<file path="src/rtl/wrp_pkg.sv">
// Shared types, constants and codes of the weighted region partitioner.
`default_nettype none
package wrp_pkg;

  localparam int unsigned POS_W      = 32;
  localparam int unsigned SPAN_W     = 16;
  localparam int unsigned DEPTH_W    = 24;
  localparam int unsigned REACH_W    = 33;
  localparam int unsigned WEIGHT_W   = 48;
  localparam int unsigned CFG_W      = 16;
  localparam int unsigned CFG_IDX_W  = 2;
  localparam int unsigned IN_DATA_W  = 72;
  localparam int unsigned OUT_DATA_W = 72;
  localparam int unsigned OUT_PAD_W  = OUT_DATA_W - POS_W - REACH_W;
  localparam int unsigned DIV_STEPS  = WEIGHT_W;
  localparam int unsigned DIV_CNT_W  = $clog2(DIV_STEPS);

  localparam int unsigned MAX_ENTRIES_DEFAULT = 1048576;

  localparam logic [CFG_IDX_W-1:0] REG_REGION_COUNT  = 2'd0;
  localparam logic [CFG_IDX_W-1:0] REG_START_PADDING = 2'd1;
  localparam logic [CFG_IDX_W-1:0] REG_END_PADDING   = 2'd2;

  localparam logic [CFG_W-1:0] REGION_COUNT_RESET  = 16'd1;
  localparam logic [CFG_W-1:0] START_PADDING_RESET = 16'd1;
  localparam logic [CFG_W-1:0] END_PADDING_RESET   = 16'd1;

  localparam logic [WEIGHT_W-1:0] WEIGHT_MAX = {WEIGHT_W{1'b1}};

  localparam logic KIND_WEIGH = 1'b0;
  localparam logic KIND_CUT   = 1'b1;

  typedef enum logic [3:0] {
    S_IDLE = 4'b0001,
    S_STEP = 4'b0010,
    S_DIV  = 4'b0100,
    S_DONE = 4'b1000
  } state_e;

  typedef struct packed {
    logic [POS_W-1:0]   start;
    logic [REACH_W-1:0] stop;
    logic               final_flag;
  } region_t;

endpackage
`default_nettype wire

</file>
<file path="src/rtl/weighted_region_partitioner.sv">
// Depth-weighted region partitioner: weigh pass, serial divider, cut pass.
// A cut pass entry is captured, then in the step state emits any regions it closes
// to the output slots, waiting while the output is still full; a weigh pass entry is
// captured, then applied in one update step. No new entry is taken until that ends.
// The last weigh pass entry then runs the bit-serial total/region_count divide and
// loads the target.
// Reset (rst_ni low, asynchronous): registers back to 1, sums and cut state cleared.
`default_nettype none
module weighted_region_partitioner #(
  parameter int unsigned MAX_ENTRIES = wrp_pkg::MAX_ENTRIES_DEFAULT
) (
  input  wire                               clk_i,
  input  wire                               rst_ni,
  input  wire                               cfg_valid_i,
  output logic                              cfg_ready_o,
  input  wire  [wrp_pkg::CFG_IDX_W-1:0]     cfg_index_i,
  input  wire  [wrp_pkg::CFG_W-1:0]         cfg_data_i,
  input  wire                               s_axis_tvalid_i,
  output logic                              s_axis_tready_o,
  // position[31:0], span_length[47:32], depth[71:48]
  input  wire  [wrp_pkg::IN_DATA_W-1:0]     s_axis_tdata_i,
  // kind
  input  wire                               s_axis_tuser_i,
  input  wire                               s_axis_tlast_i,
  output logic                              m_axis_tvalid_o,
  input  wire                               m_axis_tready_i,
  // region_start[31:0], region_end[64:32], zero[71:65]
  output logic [wrp_pkg::OUT_DATA_W-1:0]    m_axis_tdata_o,
  output logic                              m_axis_tlast_o
);
  import wrp_pkg::*;

  localparam int unsigned CNT_W = $clog2(MAX_ENTRIES + 1);
  localparam logic [CNT_W-1:0] ENTRY_LIMIT = CNT_W'(MAX_ENTRIES);

  state_e state_q, state_d;

  logic [CFG_W-1:0] region_count_q, start_pad_q, end_pad_q;

  logic                kind_q, last_q;
  logic [POS_W-1:0]    pos_q;
  logic [SPAN_W-1:0]   span_q;
  logic [DEPTH_W-1:0]  depth_q;

  logic [WEIGHT_W-1:0] weight_total_q, weight_total_d;
  logic [CNT_W-1:0]    entry_total_q, entry_total_d;
  logic [WEIGHT_W-1:0] weight_target_q, weight_target_d;
  logic                few_q, few_d;
  logic [WEIGHT_W-1:0] weight_run_q, weight_run_d;
  logic [REACH_W-1:0]  span_reach_q, span_reach_d;
  logic [POS_W-1:0]    open_start_q, open_start_d;
  logic                first_open_q, first_open_d;
  logic                pending_q, pending_d;

  logic [WEIGHT_W-1:0]  quo_q, quo_d;
  logic [CFG_W-1:0]     rem_q, rem_d;
  logic [CFG_W-1:0]     divisor_q, divisor_d;
  logic [DIV_CNT_W-1:0] cnt_q, cnt_d;

  region_t slot0_q, slot0_d, slot1_q, slot1_d;
  logic    ov0_q, ov0_d, ov1_q, ov1_d;

  logic                 in_acc, out_pop;
  logic [WEIGHT_W-1:0]  w;
  logic [WEIGHT_W:0]    total_sum, run_sum;
  logic [CFG_W-1:0]     rc;
  logic [CNT_W-1:0]     entry_n;
  logic [REACH_W-1:0]   reach, reach_base, reach_n;
  logic [WEIGHT_W-1:0]  run_base;
  logic                 cut, empty_blk, first_n;
  logic [POS_W-1:0]     open_n, cut_start, fin_start;
  logic [REACH_W:0]     fin_end_sum;
  region_t              cut_res, fin_res;
  logic [CFG_W:0]       rem_sh;
  logic                 div_ge;

  assign cfg_ready_o     = 1'b1;
  assign s_axis_tready_o = (state_q == S_IDLE);
  assign in_acc          = s_axis_tvalid_i & s_axis_tready_o;
  assign out_pop         = ov0_q & m_axis_tready_i;
  assign m_axis_tvalid_o = ov0_q;
  assign m_axis_tdata_o  = {OUT_PAD_W'(0), slot0_q.stop, slot0_q.start};
  assign m_axis_tlast_o  = slot0_q.final_flag;

  always_comb begin
    w         = (depth_q == '0) ? WEIGHT_W'(1) : WEIGHT_W'(depth_q);
    rc        = (region_count_q == '0) ? CFG_W'(1) : region_count_q;
    total_sum = {1'b0, weight_total_q} + {1'b0, w};
    entry_n   = (entry_total_q < ENTRY_LIMIT) ? entry_total_q + CNT_W'(1) : entry_total_q;
    reach     = {1'b0, pos_q} + REACH_W'(span_q);

    cut = pending_q && !few_q && (weight_run_q >= weight_target_q) &&
          ({1'b0, pos_q} >= span_reach_q);
    empty_blk  = !pending_q || cut;
    cut_start  = (first_open_q && open_start_q >= POS_W'(start_pad_q)) ?
                 open_start_q - POS_W'(start_pad_q) : open_start_q;
    first_n    = cut ? 1'b0 : first_open_q;
    open_n     = empty_blk ? pos_q : open_start_q;
    run_base   = cut ? '0 : weight_run_q;
    reach_base = cut ? '0 : span_reach_q;
    run_sum    = {1'b0, run_base} + {1'b0, w};
    reach_n    = (reach > reach_base) ? reach : reach_base;

    if (few_q) begin
      fin_start   = (open_n >= POS_W'(start_pad_q)) ? open_n - POS_W'(start_pad_q) : '0;
      fin_end_sum = {1'b0, reach} + (REACH_W + 1)'(end_pad_q);
    end else begin
      fin_start   = (first_n && open_n >= POS_W'(start_pad_q)) ?
                    open_n - POS_W'(start_pad_q) : open_n;
      fin_end_sum = {1'b0, reach_n} + (REACH_W + 1)'(end_pad_q);
    end
    cut_res = '{start: cut_start, stop: {1'b0, pos_q}, final_flag: 1'b0};
    fin_res = '{start: fin_start, stop: fin_end_sum[REACH_W-1:0], final_flag: 1'b1};

    rem_sh = {rem_q, quo_q[WEIGHT_W-1]};
    div_ge = rem_sh >= {1'b0, divisor_q};

    state_d         = state_q;
    weight_total_d  = weight_total_q;
    entry_total_d   = entry_total_q;
    weight_target_d = weight_target_q;
    few_d           = few_q;
    weight_run_d    = weight_run_q;
    span_reach_d    = span_reach_q;
    open_start_d    = open_start_q;
    first_open_d    = first_open_q;
    pending_d       = pending_q;
    quo_d           = quo_q;
    rem_d           = rem_q;
    divisor_d       = divisor_q;
    cnt_d           = cnt_q;
    slot0_d         = slot0_q;
    slot1_d         = slot1_q;
    ov0_d           = ov0_q;
    ov1_d           = ov1_q;

    if (out_pop) begin
      slot0_d = slot1_q;
      ov0_d   = ov1_q;
      ov1_d   = 1'b0;
    end

    unique case (state_q)
      S_IDLE: begin
        if (in_acc) begin
          state_d = S_STEP;
        end
      end
      S_STEP: begin
        if (kind_q == KIND_WEIGH) begin
          if (last_q) begin
            quo_d           = total_sum[WEIGHT_W] ? WEIGHT_MAX : total_sum[WEIGHT_W-1:0];
            rem_d           = '0;
            divisor_d       = rc;
            cnt_d           = '0;
            few_d           = ({CFG_W'(0), entry_n} <= {CNT_W'(0), rc});
            weight_total_d  = '0;
            entry_total_d   = '0;
            weight_run_d    = '0;
            span_reach_d    = '0;
            open_start_d    = '0;
            first_open_d    = 1'b1;
            pending_d       = 1'b0;
            state_d         = S_DIV;
          end else begin
            weight_total_d = total_sum[WEIGHT_W] ? WEIGHT_MAX : total_sum[WEIGHT_W-1:0];
            entry_total_d  = entry_n;
            state_d        = S_IDLE;
          end
        end else if (!ov0_q) begin
          if (cut) begin
            slot0_d = cut_res;
            ov0_d   = 1'b1;
            slot1_d = fin_res;
            ov1_d   = last_q;
          end else if (last_q) begin
            slot0_d = fin_res;
            ov0_d   = 1'b1;
          end
          if (last_q) begin
            weight_run_d = '0;
            span_reach_d = '0;
            open_start_d = '0;
            first_open_d = 1'b1;
            pending_d    = 1'b0;
          end else begin
            weight_run_d = run_sum[WEIGHT_W] ? WEIGHT_MAX : run_sum[WEIGHT_W-1:0];
            span_reach_d = reach_n;
            open_start_d = open_n;
            first_open_d = first_n;
            pending_d    = 1'b1;
          end
          state_d = S_IDLE;
        end
      end
      S_DIV: begin
        rem_d = div_ge ? rem_sh[CFG_W-1:0] - divisor_q : rem_sh[CFG_W-1:0];
        quo_d = {quo_q[WEIGHT_W-2:0], div_ge};
        cnt_d = cnt_q + DIV_CNT_W'(1);
        if (cnt_q == DIV_CNT_W'(DIV_STEPS - 1)) begin
          state_d = S_DONE;
        end
      end
      S_DONE: begin
        weight_target_d = (quo_q == '0) ? WEIGHT_W'(1) : quo_q;
        state_d         = S_IDLE;
      end
      default: begin
        state_d = S_IDLE;
      end
    endcase
  end

  always_ff @(posedge clk_i or negedge rst_ni) begin
    if (!rst_ni) begin
      state_q         <= S_IDLE;
      region_count_q  <= REGION_COUNT_RESET;
      start_pad_q     <= START_PADDING_RESET;
      end_pad_q       <= END_PADDING_RESET;
      weight_total_q  <= '0;
      entry_total_q   <= '0;
      weight_target_q <= WEIGHT_W'(1);
      few_q           <= 1'b0;
      weight_run_q    <= '0;
      span_reach_q    <= '0;
      open_start_q    <= '0;
      first_open_q    <= 1'b1;
      pending_q       <= 1'b0;
      cnt_q           <= '0;
      ov0_q           <= 1'b0;
      ov1_q           <= 1'b0;
    end else begin
      state_q         <= state_d;
      weight_total_q  <= weight_total_d;
      entry_total_q   <= entry_total_d;
      weight_target_q <= weight_target_d;
      few_q           <= few_d;
      weight_run_q    <= weight_run_d;
      span_reach_q    <= span_reach_d;
      open_start_q    <= open_start_d;
      first_open_q    <= first_open_d;
      pending_q       <= pending_d;
      cnt_q           <= cnt_d;
      ov0_q           <= ov0_d;
      ov1_q           <= ov1_d;
      if (cfg_valid_i && cfg_ready_o) begin
        unique case (cfg_index_i)
          REG_REGION_COUNT:  region_count_q <= cfg_data_i;
          REG_START_PADDING: start_pad_q    <= cfg_data_i;
          REG_END_PADDING:   end_pad_q      <= cfg_data_i;
          default: ;
        endcase
      end
    end
  end

  always_ff @(posedge clk_i) begin
    if (in_acc) begin
      kind_q  <= s_axis_tuser_i;
      last_q  <= s_axis_tlast_i;
      pos_q   <= s_axis_tdata_i[POS_W-1:0];
      span_q  <= s_axis_tdata_i[POS_W +: SPAN_W];
      depth_q <= s_axis_tdata_i[POS_W + SPAN_W +: DEPTH_W];
    end
    quo_q     <= quo_d;
    rem_q     <= rem_d;
    divisor_q <= divisor_d;
    slot0_q   <= slot0_d;
    slot1_q   <= slot1_d;
  end

endmodule
`default_nettype wire

</file>
<file path="config.mk">
export PLATFORM = sky130hd
export DESIGN_NAME = weighted_region_partitioner
export DESIGN_NICKNAME = d
export VERILOG_FILES = /design/src/rtl/wrp_pkg.sv /design/src/rtl/weighted_region_partitioner.sv
export SDC_FILE = /design/constraint.sdc
export NUM_CORES = 2
export LEC_CHECK = 0
export BUFFER_PORTS_ARGS = -buffer_cell sky130_fd_sc_hd__buf_2
export CORE_ASPECT_RATIO = 0.6
export CORE_MARGIN = 10
export CORE_UTILIZATION = 50
export DETAILED_ROUTE_END_ITERATION = 12
export MAX_ROUTING_LAYER = met4
export PLACE_DENSITY = 0.76
export SYNTH_ARGS = -nofsm -noshare
export SYNTH_HDL_FRONTEND = slang
export SYNTH_SLANG_ARGS = --single-unit
</file>
<file path="constraint.sdc">
create_clock -name clk_i -period 14.2 [get_ports clk_i]
set_input_delay 2.13 -clock clk_i [delete_from_list [all_inputs] [get_ports clk_i]]
set_output_delay 2.13 -clock clk_i [all_outputs]
set_load 0.01 [all_outputs]
</file>
==> impl_results.md <==
* Largest net degree at the start of global routing at just under 100
* Top cell type's share of synthesized area at 19.7%
* I/O Pins at ~170
* DP Area at 0.0381 mm²
* Final setup fails at 0
* Root Driver: clkbuf_16
* Die area at around 0.085 mm²
* CP max stage delay at 0.75 ns
* Yosys cell types at between 100 and 150
* Ys flop type: dfrtp_1
* Number of synthesized flops with an enable pin at between 200 and 250
* Actual slew at the worst max-slew pin at 1.22 ns
* Final Hold Fails at 0
* Die width at 369 µm
* Pwr Density at around 190 mW/mm²
* CP Class: reg -> reg
* Cell Area, Synth at approximately 0.036 mm²
* Total track usage at about 28%
* Final Instance Area at 0.0401 mm²
* Worst setup SP type: flip-flop
* Crit share post-route at approximately 65%
* Post-CTS Setup Repair Bufs at 0
* Post-synth top area cell: dfrtp_1
* Sequential area share after synthesis at a little over two fifths
* Clock Path Buffers at 3
* 1st-iter DRT viols at 4372
* Required @ worst endpoint at approximately 15 ns
* Unrepaired setup endpoints after global routing: false
* Initial antenna violation count at 0
* Rel. slew slack at a little under a fifth
* Core Rows at 76
* Synth-to-layout area growth at 9.85%
* Overflow after GRT at 0
* Vias in the first global route at 29000
* Layout Skew at approximately 0.042 ns
* Syn avg cell area at approximately 9.2 µm²
* Number of remaining DRC errors at 0
* Ys async rst share at between 50% and 60%
* WHS at between 0.4 and 0.5 ns
* Final ANT Viol Nets at 0
* Drt pass-1 iters at 6
* Pre-CTS setup slack at about 5.4 ns
* Final HPWL DP at 87100 µm
* Syn. warnings at 0
* CP max FO at slightly above 70
* Max frequency at 0.109 GHz
* Worst-Skew Late Latency at ~0.66 ns
* TritonCTS clock tree: built
* First-pass GRT wire length at 180000 µm
* Nets@finish at around 4400
* PostCTS Resize Cnt at 0
* Final TNS setup at 0 ns
* Static leakage at 17.3 nW
* Final wirelength at 119000 µm
* Vias at 31700
* Synth Instances at 3983
* Gpl congestion at approximately 1.1
* Number of fill cells at approximately 6400
* Htree depth at 2
* Total core area at 0.0721 mm²
* Top cells by area, synth: dfrtp_1 (20%), edfxtp_1 (18%), ha_1 (8.9%), o21ai_0 (4.8%), nand2_1 (4.8%)
* VDD IR max at 0.000160 V
* Status: finished, final reports clean
* CTS buffer count at 55
* Worst hold path type: reg -> reg
* Max-cap violations at 0
* Clk sinks at 578
* Starting Density at roughly half
* Crit. End Element: flip-flop
* PortBufs at about 160
* Share of post-route cells with drive strength above 1 at 10.8%
* Final Critical Period at 9.17 ns
* Slowest-stage cell, CP: edfxtp_1
* Via-to-Cell Ratio at about 6.3
* Most common cell in the netlist: nand2_1
* Hold_buf cts at 0
* Most frequent cells after synthesis: nand2_1 (466), o21ai_0 (352), a21oi_1 (290), dfrtp_1 (287), ha_1 (259)
* Synth Register Bits at 578
* Clk slew on worst S/H paths at 0.07 ns
* Final Slew Violations at 0
* DIE HEIGHT at 229 µm
* Final worst slack at ~5.0 ns
* Crit path arrival time at 9.71 ns
* Average wire per standard cell at 23.6 µm
[layout by cell type, fill, tap and decap left out, types with 27 or more instances in the layout]
cell,n
nand2_1,465
o21ai_0,351
a21oi_1,290
dfrtp_1,287
ha_1,259
inv_1,240
nor2_1,227
edfxtp_1,219
buf_2,163
nand3_1,134
xnor2_1,115
mux2i_1,86
a21o_1,81
xor2_1,78
nor3_1,72
dfxtp_1,66
clkbuf_16,59
buf_4,54
a31oi_1,52
nand4_1,50
and3_1,43
and2_1,40
nor4_1,38
o21a_1,37
mux2_2,37
or3_1,28
nor2b_1,27
a22o_1,27
[worst max-delay path, delay by kind of cell (launching register included)]
kind / cells / cell delay (ns)
buffers and inverters: 3 / 1.27
DFF: 1 / 0.75
AOI/OAI and AO/OA: 15 / 3.11
adders and majority gates: 4 / 1.36
xor gates and xnor gates: 1 / 0.16
and+or+nand+nor: 9 / 2.24
[registers in the layout (all words and copies together) (netlist names), 24 cells and up]
name and cells:
depth_q 24, m_axis_tdata_o 65, open_start_q 32, pos_q 32
quo_q 48, slot1_q 65, span_reach_q 33, weight_run_q 48
weight_target_q 48, weight_total_q 48
[report_power, final]
part | switching, mW | leakage [nW] | internal, mW
combinational | 2.28 | 9.86 | 1.39
sequential | 0.300 | 6.46 | 2.08
clock | 0.703 | 0.950 | 0.933
[cell families (layout without fill, tap and decap cells)]
kind of cell | Yosys count | in the layout | synth area share [%]
buffers and inverters | 475 | 564 | 5.14
AO/OA/AOI/OAI | 1124 | 1124 | 19.8
adder cells (fa/ha/maj) | 266 | 266 | 9.26
flip-flops | 578 | 578 | 41.7
AND/OR/NAND/NOR | 1222 | 1222 | 15.9
other | 2 | 10 | 0.0206
XOR/XNOR | 193 | 193 | 4.63
multiplexers | 123 | 123 | 3.50
[final cells by class]
cell class / count / area, µm² / share of cell area (%)
clock inverters: 25 / 355 / 0.886
clock buffers: 79 / 1600 / 3.99
repair buffers: 218 / 1240 / 3.08
multi-input cells: 2936 / 19500 / 48.7
inverters: 242 / 911 / 2.27
diodes: 2 / 5.00 / 0.0125
flip-flops and latches: 578 / 15200 / 38.0
well taps: 975 / 1220 / 3.04
[through the flow]
stage / cells / util [%] / total power [mW]
6_report: 5055 / 55.6 / 7.69
3_5_place_dp: 4949 / 52.9 / 5.90
5_1_grt: 5053 / 55.6 / 8.10
4_1_cts: 5053 / 55.6 / 7.55
2_1_floorplan: 3989 / - / 4.86
3_3_place_gp: 4949 / 52.9 / 5.84
[path summary, 6_finish.rpt]
kind                                        start                              to  slack (ns)  depth (start not counted)
max                           pos_q[16]$_DFFE_PP_      m_axis_tdata_o[62]$_DFF_P_        5.03                         32
max in group asynchronous                  rst_ni  weight_total_q[33]$_DFFE_PN0P_       10.25                          3
max reg2reg                   pos_q[16]$_DFFE_PP_      m_axis_tdata_o[62]$_DFF_P_        5.03                         32
min                        m_axis_tlast_o$_DFF_P_          m_axis_tlast_o$_DFF_P_        0.48                          2
min in group asynchronous                  rst_ni       end_pad_q[11]$_DFFE_PN0P_        1.50                          1
min reg2reg                m_axis_tlast_o$_DFF_P_          m_axis_tlast_o$_DFF_P_        0.48                          2
[layer usage]
metal,vias up,GRT usage [%],wire [µm]
met5,-,-,0
met4,0,5.72,2280
met3,174,11.5,19300
met2,1956,32.4,42400
met1,15100,42.8,55200
li1,14500,-,-
Note: power is estimated with default switching activity, not from simulation.
